[config.mk]
export PLATFORM = sky130hd
export DESIGN_NAME = eeprom_page_write_framer_unit
export DESIGN_NICKNAME = d
export VERILOG_FILES = /design/src/sv/epwf_pkg.sv /design/src/sv/eeprom_page_write_framer_unit.sv /design/src/sv/epwf_front.sv /design/src/sv/epwf_queue.sv /design/src/sv/epwf_back.sv
export SDC_FILE = /design/constraint.sdc
export NUM_CORES = 1
export LEC_CHECK = 0
export ABC_AREA = 1
export BUFFER_PORTS_ARGS = -buffer_cell sky130_fd_sc_hd__buf_2
export CAP_MARGIN = 0
export CORE_MARGIN = 3
export CORE_UTILIZATION = 60
export DETAILED_ROUTE_END_ITERATION = 7
export PLACE_DENSITY = 0.8
export SYNTH_ARGS = -nofsm -noshare
export SYNTH_HDL_FRONTEND = slang
export SYNTH_SLANG_ARGS = --single-unit
[constraint.sdc]
create_clock -name i_clk -period 3.1 [get_ports i_clk]
set_input_delay 0.155 -clock i_clk [delete_from_list [all_inputs] [get_ports i_clk]]
set_output_delay 0.155 -clock i_clk [all_outputs]
set_load 0.1 [all_outputs]
[src/sv/epwf_pkg.sv]
`timescale 1ns / 1ps
// ----------------------------------------------------------------------------
// epwf_pkg
// Shared types and constants for the serial memory page write framer.
// ----------------------------------------------------------------------------
package epwf_pkg;

    // page size in bytes, a power of two
    localparam int PAGE_BYTES = 64;

    // command queue between classifier and byte sequencer
    localparam int QUEUE_DEPTH = 4;
    localparam int QUEUE_AW    = $clog2(QUEUE_DEPTH);

    // reset value of the bus device address register
    localparam logic [7:0] DEVICE_ADDRESS_RESET = 8'd160;

    // kind of a bus byte, also the step of the byte sequencer
    typedef enum logic [1:0] {
        KIND_DEVICE  = 2'd0,
        KIND_ADDR_HI = 2'd1,
        KIND_ADDR_LO = 2'd2,
        KIND_DATA    = 2'd3
    } t_kind;

    // one classified data byte
    typedef struct packed {
        logic [7:0]  data;
        logic [15:0] addr;
        logic        hdr;
        logic        eot;
    } t_cmd;

    // queue head as seen by the sequencer
    typedef struct packed {
        t_cmd cmd;
        logic empty;
    } t_head;

endpackage

[src/sv/eeprom_page_write_framer_unit.sv]
`timescale 1ns / 1ps
// ----------------------------------------------------------------------------
// eeprom_page_write_framer_unit
// Frames a stream of data bytes into page-bounded serial memory writes.
// ----------------------------------------------------------------------------
// Usage:
//   Input channel: queue-like, a transfer happens when push is high and full
//   is low. Each transfer carries one data byte with its first/last marks and
//   the start address (used only on a first byte).
//   Result channel: queue-like, the oldest result sits on the o_ ports while
//   empty is low and is transferred when pop is high.
//   Each input yields one data result, preceded by device, address high and
//   address low bytes when it opens a transaction.
//   The first result of an input passes through the command queue and then
//   the output register.
//   Throughput: one result per cycle while commands wait and the receiver
//   pops, set by the output register; a data byte inside a transaction yields
//   one result, a byte opening a transaction yields four. A four-entry command
//   queue absorbs header bursts, and input is taken while a result waits.
//   When the receiver stalls, results hold and the queue fills, then full
//   rises. Reset empties the queue, closes any transaction, clears the
//   address to zero and sets the device address to 160.
//   Configuration: i_cfg_we writes i_cfg_wdata into the device address.
// ----------------------------------------------------------------------------
module eeprom_page_write_framer_unit import epwf_pkg::*; (
    input  logic        i_clk,
    input  logic        i_rst_n,
    input  logic        i_cfg_we,
    input  logic [7:0]  i_cfg_wdata,
    input  logic        push,
    output logic        full,
    input  logic [7:0]  i_data_byte,
    input  logic [15:0] i_start_address,
    input  logic        i_first_byte,
    input  logic        i_last_byte,
    output logic        empty,
    input  logic        pop,
    output logic [7:0]  o_out_byte,
    output logic [1:0]  o_byte_kind,
    output logic        o_end_of_transaction,
    output logic        o_run_last
);

    logic [7:0] r_device_address;
    t_cmd       cmd;
    t_head      head;
    logic       take;
    logic       q_pop;

    // device address register
    always_ff @(posedge i_clk) begin
        if (!i_rst_n) begin
            r_device_address <= DEVICE_ADDRESS_RESET;
        end else if (i_cfg_we) begin
            r_device_address <= i_cfg_wdata;
        end
    end

    assign take = push && !full;

    // classifier
    epwf_front u_front (
        .i_clk           (i_clk),
        .i_rst_n         (i_rst_n),
        .i_take          (take),
        .i_data_byte     (i_data_byte),
        .i_start_address (i_start_address),
        .i_first_byte    (i_first_byte),
        .i_last_byte     (i_last_byte),
        .o_cmd           (cmd)
    );

    // command queue
    epwf_queue u_queue (
        .i_clk   (i_clk),
        .i_rst_n (i_rst_n),
        .i_push  (take),
        .i_cmd   (cmd),
        .o_full  (full),
        .i_pop   (q_pop),
        .o_head  (head)
    );

    // byte sequencer
    epwf_back u_back (
        .i_clk                (i_clk),
        .i_rst_n              (i_rst_n),
        .i_device_address     (r_device_address),
        .i_head               (head),
        .o_pop                (q_pop),
        .o_empty              (empty),
        .i_pop                (pop),
        .o_out_byte           (o_out_byte),
        .o_byte_kind          (o_byte_kind),
        .o_end_of_transaction (o_end_of_transaction),
        .o_run_last           (o_run_last)
    );

endmodule

[src/sv/epwf_front.sv]
`timescale 1ns / 1ps
// ----------------------------------------------------------------------------
// epwf_front
// Tracks the write address and open transaction, classifies each data byte.
// ----------------------------------------------------------------------------
module epwf_front import epwf_pkg::*; (
    input  logic        i_clk,
    input  logic        i_rst_n,
    input  logic        i_take,
    input  logic [7:0]  i_data_byte,
    input  logic [15:0] i_start_address,
    input  logic        i_first_byte,
    input  logic        i_last_byte,
    output t_cmd        o_cmd
);

    logic [15:0] r_next_addr, n_next_addr;
    logic        r_in_trans, n_in_trans;
    logic [15:0] addr;
    logic [15:0] following;
    logic        open;

    // classify the incoming byte
    always_comb begin
        addr      = i_first_byte ? i_start_address : r_next_addr;
        open      = i_first_byte ? 1'b0 : r_in_trans;
        following = addr + 16'd1;
        o_cmd.data = i_data_byte;
        o_cmd.addr = addr;
        o_cmd.hdr  = !open;
        o_cmd.eot  = i_last_byte || ((following % 16'(PAGE_BYTES)) == 16'd0);
    end

    // state update on a transfer
    always_comb begin
        n_next_addr = r_next_addr;
        n_in_trans  = r_in_trans;
        if (i_take) begin
            n_next_addr = following;
            n_in_trans  = !o_cmd.eot;
        end
    end

    always_ff @(posedge i_clk) begin
        if (!i_rst_n) begin
            r_next_addr <= 16'd0;
            r_in_trans  <= 1'b0;
        end else begin
            r_next_addr <= n_next_addr;
            r_in_trans  <= n_in_trans;
        end
    end

endmodule

[src/sv/epwf_queue.sv]
`timescale 1ns / 1ps
// ----------------------------------------------------------------------------
// epwf_queue
// Short command queue that decouples classification from byte sequencing.
// ----------------------------------------------------------------------------
module epwf_queue import epwf_pkg::*; (
    input  logic  i_clk,
    input  logic  i_rst_n,
    input  logic  i_push,
    input  t_cmd  i_cmd,
    output logic  o_full,
    input  logic  i_pop,
    output t_head o_head
);

    t_cmd              r_mem [QUEUE_DEPTH];
    logic [QUEUE_AW-1:0] r_wptr, r_rptr;
    logic [QUEUE_AW:0]   r_count, n_count;
    logic              do_push, do_pop;

    assign o_full        = (r_count == QUEUE_AW'(0) + (QUEUE_AW+1)'(QUEUE_DEPTH));
    assign o_head.empty  = (r_count == '0);
    assign o_head.cmd    = r_mem[r_rptr];
    assign do_push       = i_push && !o_full;
    assign do_pop        = i_pop && !o_head.empty;

    // occupancy
    always_comb begin
        n_count = r_count;
        if (do_push && !do_pop) begin
            n_count = r_count + 1'b1;
        end else if (!do_push && do_pop) begin
            n_count = r_count - 1'b1;
        end
    end

    // pointers and count
    always_ff @(posedge i_clk) begin
        if (!i_rst_n) begin
            r_wptr  <= '0;
            r_rptr  <= '0;
            r_count <= '0;
        end else begin
            r_count <= n_count;
            if (do_push) begin
                r_wptr <= r_wptr + 1'b1;
            end
            if (do_pop) begin
                r_rptr <= r_rptr + 1'b1;
            end
        end
    end

    // storage
    always_ff @(posedge i_clk) begin
        if (do_push) begin
            r_mem[r_wptr] <= i_cmd;
        end
    end

endmodule

[src/sv/epwf_back.sv]
`timescale 1ns / 1ps
// ----------------------------------------------------------------------------
// epwf_back
// Expands each command into header and data bytes into an output register.
// ----------------------------------------------------------------------------
module epwf_back import epwf_pkg::*; (
    input  logic       i_clk,
    input  logic       i_rst_n,
    input  logic [7:0] i_device_address,
    input  t_head      i_head,
    output logic       o_pop,
    output logic       o_empty,
    input  logic       i_pop,
    output logic [7:0] o_out_byte,
    output logic [1:0] o_byte_kind,
    output logic       o_end_of_transaction,
    output logic       o_run_last
);

    t_kind      r_step, n_step;
    t_kind      cur_kind;
    logic       r_valid;
    logic       emit;
    logic [7:0] cur_byte;
    logic [7:0] r_byte;
    t_kind      r_kind;
    logic       r_eot;
    logic       r_last;

    // a byte moves into the output register when it is free or drained
    assign emit     = !i_head.empty && (!r_valid || i_pop);
    assign cur_kind = i_head.cmd.hdr ? r_step : KIND_DATA;

    // byte selection for the current step
    always_comb begin
        unique case (cur_kind)
            KIND_DEVICE:  cur_byte = i_device_address;
            KIND_ADDR_HI: cur_byte = i_head.cmd.addr[15:8];
            KIND_ADDR_LO: cur_byte = i_head.cmd.addr[7:0];
            KIND_DATA:    cur_byte = i_head.cmd.data;
            default:      cur_byte = i_head.cmd.data;
        endcase
    end

    // next step
    always_comb begin
        n_step = r_step;
        if (emit) begin
            unique case (cur_kind)
                KIND_DEVICE:  n_step = KIND_ADDR_HI;
                KIND_ADDR_HI: n_step = KIND_ADDR_LO;
                KIND_ADDR_LO: n_step = KIND_DATA;
                KIND_DATA:    n_step = KIND_DEVICE;
                default:      n_step = KIND_DEVICE;
            endcase
        end
    end

    // step outputs: the command retires with its data byte
    always_comb begin
        o_pop = emit && (cur_kind == KIND_DATA);
    end

    always_ff @(posedge i_clk) begin
        if (!i_rst_n) begin
            r_step  <= KIND_DEVICE;
            r_valid <= 1'b0;
        end else begin
            r_step <= n_step;
            if (emit) begin
                r_valid <= 1'b1;
            end else if (i_pop) begin
                r_valid <= 1'b0;
            end
        end
    end

    // result payload
    always_ff @(posedge i_clk) begin
        if (emit) begin
            r_byte <= cur_byte;
            r_kind <= cur_kind;
            r_eot  <= (cur_kind == KIND_DATA) && i_head.cmd.eot;
            r_last <= (cur_kind == KIND_DATA);
        end
    end

    assign o_empty              = !r_valid;
    assign o_out_byte           = r_byte;
    assign o_byte_kind          = r_kind;
    assign o_end_of_transaction = r_eot;
    assign o_run_last           = r_last;

endmodule
==> summary.md <==
| Metric | Value |
|---|---|
| Result of the run | complete, no violations |
| Switching Fraction | 38.5% |
| Routability congestion estimate | 0.861 |
| Die area | 12500 um^2 |
| Clock transition at the registers of the reported paths | 0.06 ns |
| Nets in the synthesized netlist | 704 |
| Startpoint Class | register |
| Sequential power share | 38.7% |
| Sequential share of the synthesized area | 63.1% |
| Initial Utilization | 63.2% |
| Largest net degree at the start of global routing | 39 |
| Tightest hold margin | 0.0278 ns |
| Clock latency on the worst-skew pair | 0.54 ns |
| Flip-flop and latch count after synthesis | 153 |
| Number of warnings reported in the yosys synthesis log | 0 |
| Total Neg Setup Slack | 0 ns |
| Number of I/O port buffers | 52 |
| Estimated wirelength of the detail-placed design | 9350 um |
| Element type at the critical path end | register |
| Detailed-route wire length | 15200 um |
| Placement Cell Area | 7080 um^2 |
| Endpoints failing hold | 0 |
| Die width | 112 um |
| Fin area | 7900 um^2 |
| CP cell instances | buf_6 > a21oi_1 > a32o_1 > or2_2 > ha_1 > inv_1 > nor2_1 > inv_1 > ha_1 > inv_1 > fa_1 > a21oi_1 > o21ai_0 > o21ai_1 > a21oi_1 |
| CTS H-Tree Depth | 4 |
| Final routed wire length divided by cell count | 17.3 um |
| Worst slack at placement | 0.219 ns |
| Worst endpoint data arrival time | 3.26 ns |
| Clock power share | 28.5% |
| Max-cap violations | 0 |
| Std-Cell Core Area | 10600 um^2 |
| Total setup buffers inserted after CTS | 0 |
| Bufs on Longest Clock Path | 2 |
| Total leakage power | 0.00315 uW |
| Slew Viols, Final | 0 |
| Max-Slew Margin vs Limit | 59.4% |
| Root buf cell | sky130_fd_sc_hd__clkbuf_8 |
| Number of antenna violations at the first check in global routing | 0 |
| Highest-delay cell along the critical path | sky130_fd_sc_hd__dfxtp_2 |
| Remaining routing DRC violations | 0 |
| Async S/R FF share, synth | 0% |
| Synth cell types | 35 |
| Actual transition at the worst max-transition pin | 0.610 ns |
| Largest voltage drop on the vdd net | 0.00151 V |
| Logic pwr share | 32.8% |
| Die boundary height | 112 um |
| EDFF count, synth | 116 |
| I/O pins | 53 |
| Number of global-route vias before repair | 4930 |
| Biggest cell delay along the critical path | 0.38 ns |
| CTS tree | built |
| Antenna cells | 0 |
| Share of layout cells above drive strength 1 | 18.5% |
| Number of clock buffers inserted by TritonCTS | 17 |
| Syn Inst Count | 653 |
| Mean instance size in the synthesized netlist | 10.3 um^2 |
| Psw | 2750 uW |
| Critical Path RT | 3.51 ns |
| Final net count | 778 |
| Clk sinks | 153 |
| Highest Clock Rate | 351 MHz |
| Combined area of all synthesized cells | 6700 um^2 |
| Setup slack after layout | 0.248 ns |
| Fillers | 689 |
| Min-delay worst type | input pin to register |
| Critical Path Fanout Max | 13 |
| Total iterations of the first detailed-routing run | 5 |
| Average vias per placed instance | 5.70 |
| Category of the most critical setup path | register to register |
| Final critical-path share of the clock period | 92.0% |
| Primary FF master, synth | sky130_fd_sc_hd__edfxtp_1 |
| Initial detailed-routing violation count | 629 |
| Power per unit of standard cell area | 904 nW/um^2 |
| Layout area overhead | 18.0% |
| GRT Resource Usage Total | 25.0% |
| Site Rows | 37 |
| Total number of vias | 4996 |
| Worst Clk Skew | 0.0102 ns |
| Setup repair after global routing missed its margin | no |
| Setup violators final | 0 |
| Global-route wire length before repair | 24200 um |
| Post-route ant nets | 0 |
| Internal power consumption | 4400 uW |
| Min Clock Period, post-route | 2.85 ns |
| Congestion Overflow GR | 0 |
## worst max-delay path, delay by kind of cell, from the launching register on
family,cells,cell delay [ns]
compound gates,6,0.80
fa+ha+maj,3,0.76
buf+inv,4,0.42
flops,1,0.38
simple gates,2,0.39
## area by class of cell
class / count / area (um^2) / area share [%]
inverter: 55 / 209 / 2.64
multi-input combinational: 414 / 2130 / 27.0
sequential: 153 / 4230 / 53.5
timing repair buffer: 86 / 577 / 7.30
clock buffer: 17 / 414 / 5.24
clock inverter: 15 / 174 / 2.20
tap: 136 / 170 / 2.15
## cell families (layout without fill, tap and decap cells)
kind of cell	after synthesis	count (layout)	share of synthesized area (%)
xor gates and xnor gates	4	4	0.523
adders and majority gates	12	12	2.35
and+or+nand+nor	266	266	17.8
AOI/OAI and AO/OA	132	132	10.9
buffers and inverters	86	173	5.40
DFF	153	153	63.1
## timing repair
action	in CTS	in global routing
endpoints found under the hold margin	41	0
setup endpoints to repair	0	1
gates resized for setup	0	4
hold buffers	23	0
## path summary, 6_finish.rpt
path | start | end | slack, ns | cells after the start
max | register | u_queue.r_count[2] | 0.25 | 15
min reg2reg | r_device_address[5] | r_device_address[5] | 0.49 | 2
max reg2reg | register | u_queue.r_count[2] | 0.25 | 15
min | i_start_address[2] | u_queue.r_mem[3][4] | 0.03 | 3
## per-stage QoR
stage	total power [uW]	cells	util, %
6_report	7140	876	74.6
5_1_grt	7460	876	74.6
4_1_cts	7130	876	74.5
3_5_place_dp	5060	821	66.8
3_3_place_gp	4970	821	66.8
2_1_floorplan	4520	653	-
## power groups by stage
stage	registers, uW	logic, uW	clock network, uW
after CTS	2760	2310	2060
after detailed placement	2800	2260	0
after floorplan	3370	1150	0
final	2770	2340	2040
after global routing	2790	2530	2140
after global placement	2780	2180	0
## cells in the mapped netlist, types with 3 or more instances
master | n | area share (%)
sky130_fd_sc_hd__nand2_4 | 5 | 0.84
sky130_fd_sc_hd__o211ai_1 | 3 | 0.34
sky130_fd_sc_hd__nand3_1 | 40 | 3.0
sky130_fd_sc_hd__o21ai_0 | 64 | 4.8
sky130_fd_sc_hd__a21oi_1 | 30 | 2.2
sky130_fd_sc_hd__o22ai_1 | 16 | 1.5
sky130_fd_sc_hd__nand2_1 | 117 | 6.6
sky130_fd_sc_hd__inv_2 | 4 | 0.22
sky130_fd_sc_hd__xor2_1 | 3 | 0.39
sky130_fd_sc_hd__clkbuf_1 | 21 | 1.2
sky130_fd_sc_hd__o21ai_2 | 8 | 1.0
sky130_fd_sc_hd__nor3_1 | 3 | 0.22
sky130_fd_sc_hd__inv_1 | 51 | 2.9
sky130_fd_sc_hd__nor2_1 | 75 | 4.2
sky130_fd_sc_hd__o21ai_1 | 8 | 0.60
sky130_fd_sc_hd__buf_2 | 4 | 0.30
sky130_fd_sc_hd__nand4_1 | 5 | 0.47
sky130_fd_sc_hd__nand2_2 | 9 | 0.84
sky130_fd_sc_hd__buf_6 | 3 | 0.50
sky130_fd_sc_hd__dfxtp_1 | 37 | 11
sky130_fd_sc_hd__edfxtp_1 | 116 | 52
sky130_fd_sc_hd__ha_1 | 11 | 2.1
sky130_fd_sc_hd__nor2_2 | 3 | 0.28
## state kept, by name, indices dropped and copies added, names as in the netlist, named ones only
register	flops
u_back.o_out_byte	8
u_front.r_in_trans	1
u_queue.r_wptr	2
u_back.o_byte_kind	2
u_back.r_step	2
u_back.o_run_last	1
u_front.r_next_addr	16
r_device_address	8
u_queue.r_count	3
u_back.r_valid	1
u_back.o_end_of_transaction	1
u_queue.r_rptr	2
u_queue.r_mem	104
## layer usage
metal | global-route usage (%) | up-vias | share of wire, %
met5 | 0 | - | 0
met4 | 10.7 | 0 | 2.3
met3 | 6.52 | 38 | 7.4
met2 | 43.7 | 235 | 52
met1 | 29.0 | 2333 | 38
li1 | - | 2390 | -
## cells in the final DEF, fill, tap and decap left out, types with 3 or more instances in the layout
| cell | Yosys | layout |
|---|---|---|
| sky130_fd_sc_hd__a21oi_1 | 30 | 30 |
| sky130_fd_sc_hd__buf_2 | 4 | 52 |
| sky130_fd_sc_hd__buf_4 | 0 | 10 |
| sky130_fd_sc_hd__bufinv_16 | 0 | 3 |
| sky130_fd_sc_hd__clkbuf_16 | 0 | 16 |
| sky130_fd_sc_hd__clkinv_2 | 0 | 4 |
| sky130_fd_sc_hd__clkinvlp_4 | 0 | 5 |
| sky130_fd_sc_hd__dfxtp_1 | 37 | 36 |
| sky130_fd_sc_hd__dlygate4sd3_1 | 0 | 23 |
| sky130_fd_sc_hd__edfxtp_1 | 116 | 116 |
| sky130_fd_sc_hd__ha_1 | 11 | 11 |
| sky130_fd_sc_hd__inv_1 | 51 | 51 |
| sky130_fd_sc_hd__inv_2 | 4 | 3 |
| sky130_fd_sc_hd__nand2_1 | 117 | 117 |
| sky130_fd_sc_hd__nand2_2 | 9 | 9 |
| sky130_fd_sc_hd__nand2_4 | 5 | 5 |
| sky130_fd_sc_hd__nand3_1 | 40 | 40 |
| sky130_fd_sc_hd__nand4_1 | 5 | 5 |
| sky130_fd_sc_hd__nor2_1 | 75 | 71 |
| sky130_fd_sc_hd__nor2_2 | 3 | 7 |
| sky130_fd_sc_hd__o211ai_1 | 3 | 3 |
| sky130_fd_sc_hd__o21ai_0 | 64 | 63 |
| sky130_fd_sc_hd__o21ai_1 | 8 | 9 |
| sky130_fd_sc_hd__o21ai_2 | 8 | 8 |
| sky130_fd_sc_hd__o22ai_1 | 16 | 16 |
| sky130_fd_sc_hd__xor2_1 | 3 | 3 |
(Power assumes the default switching activity.)
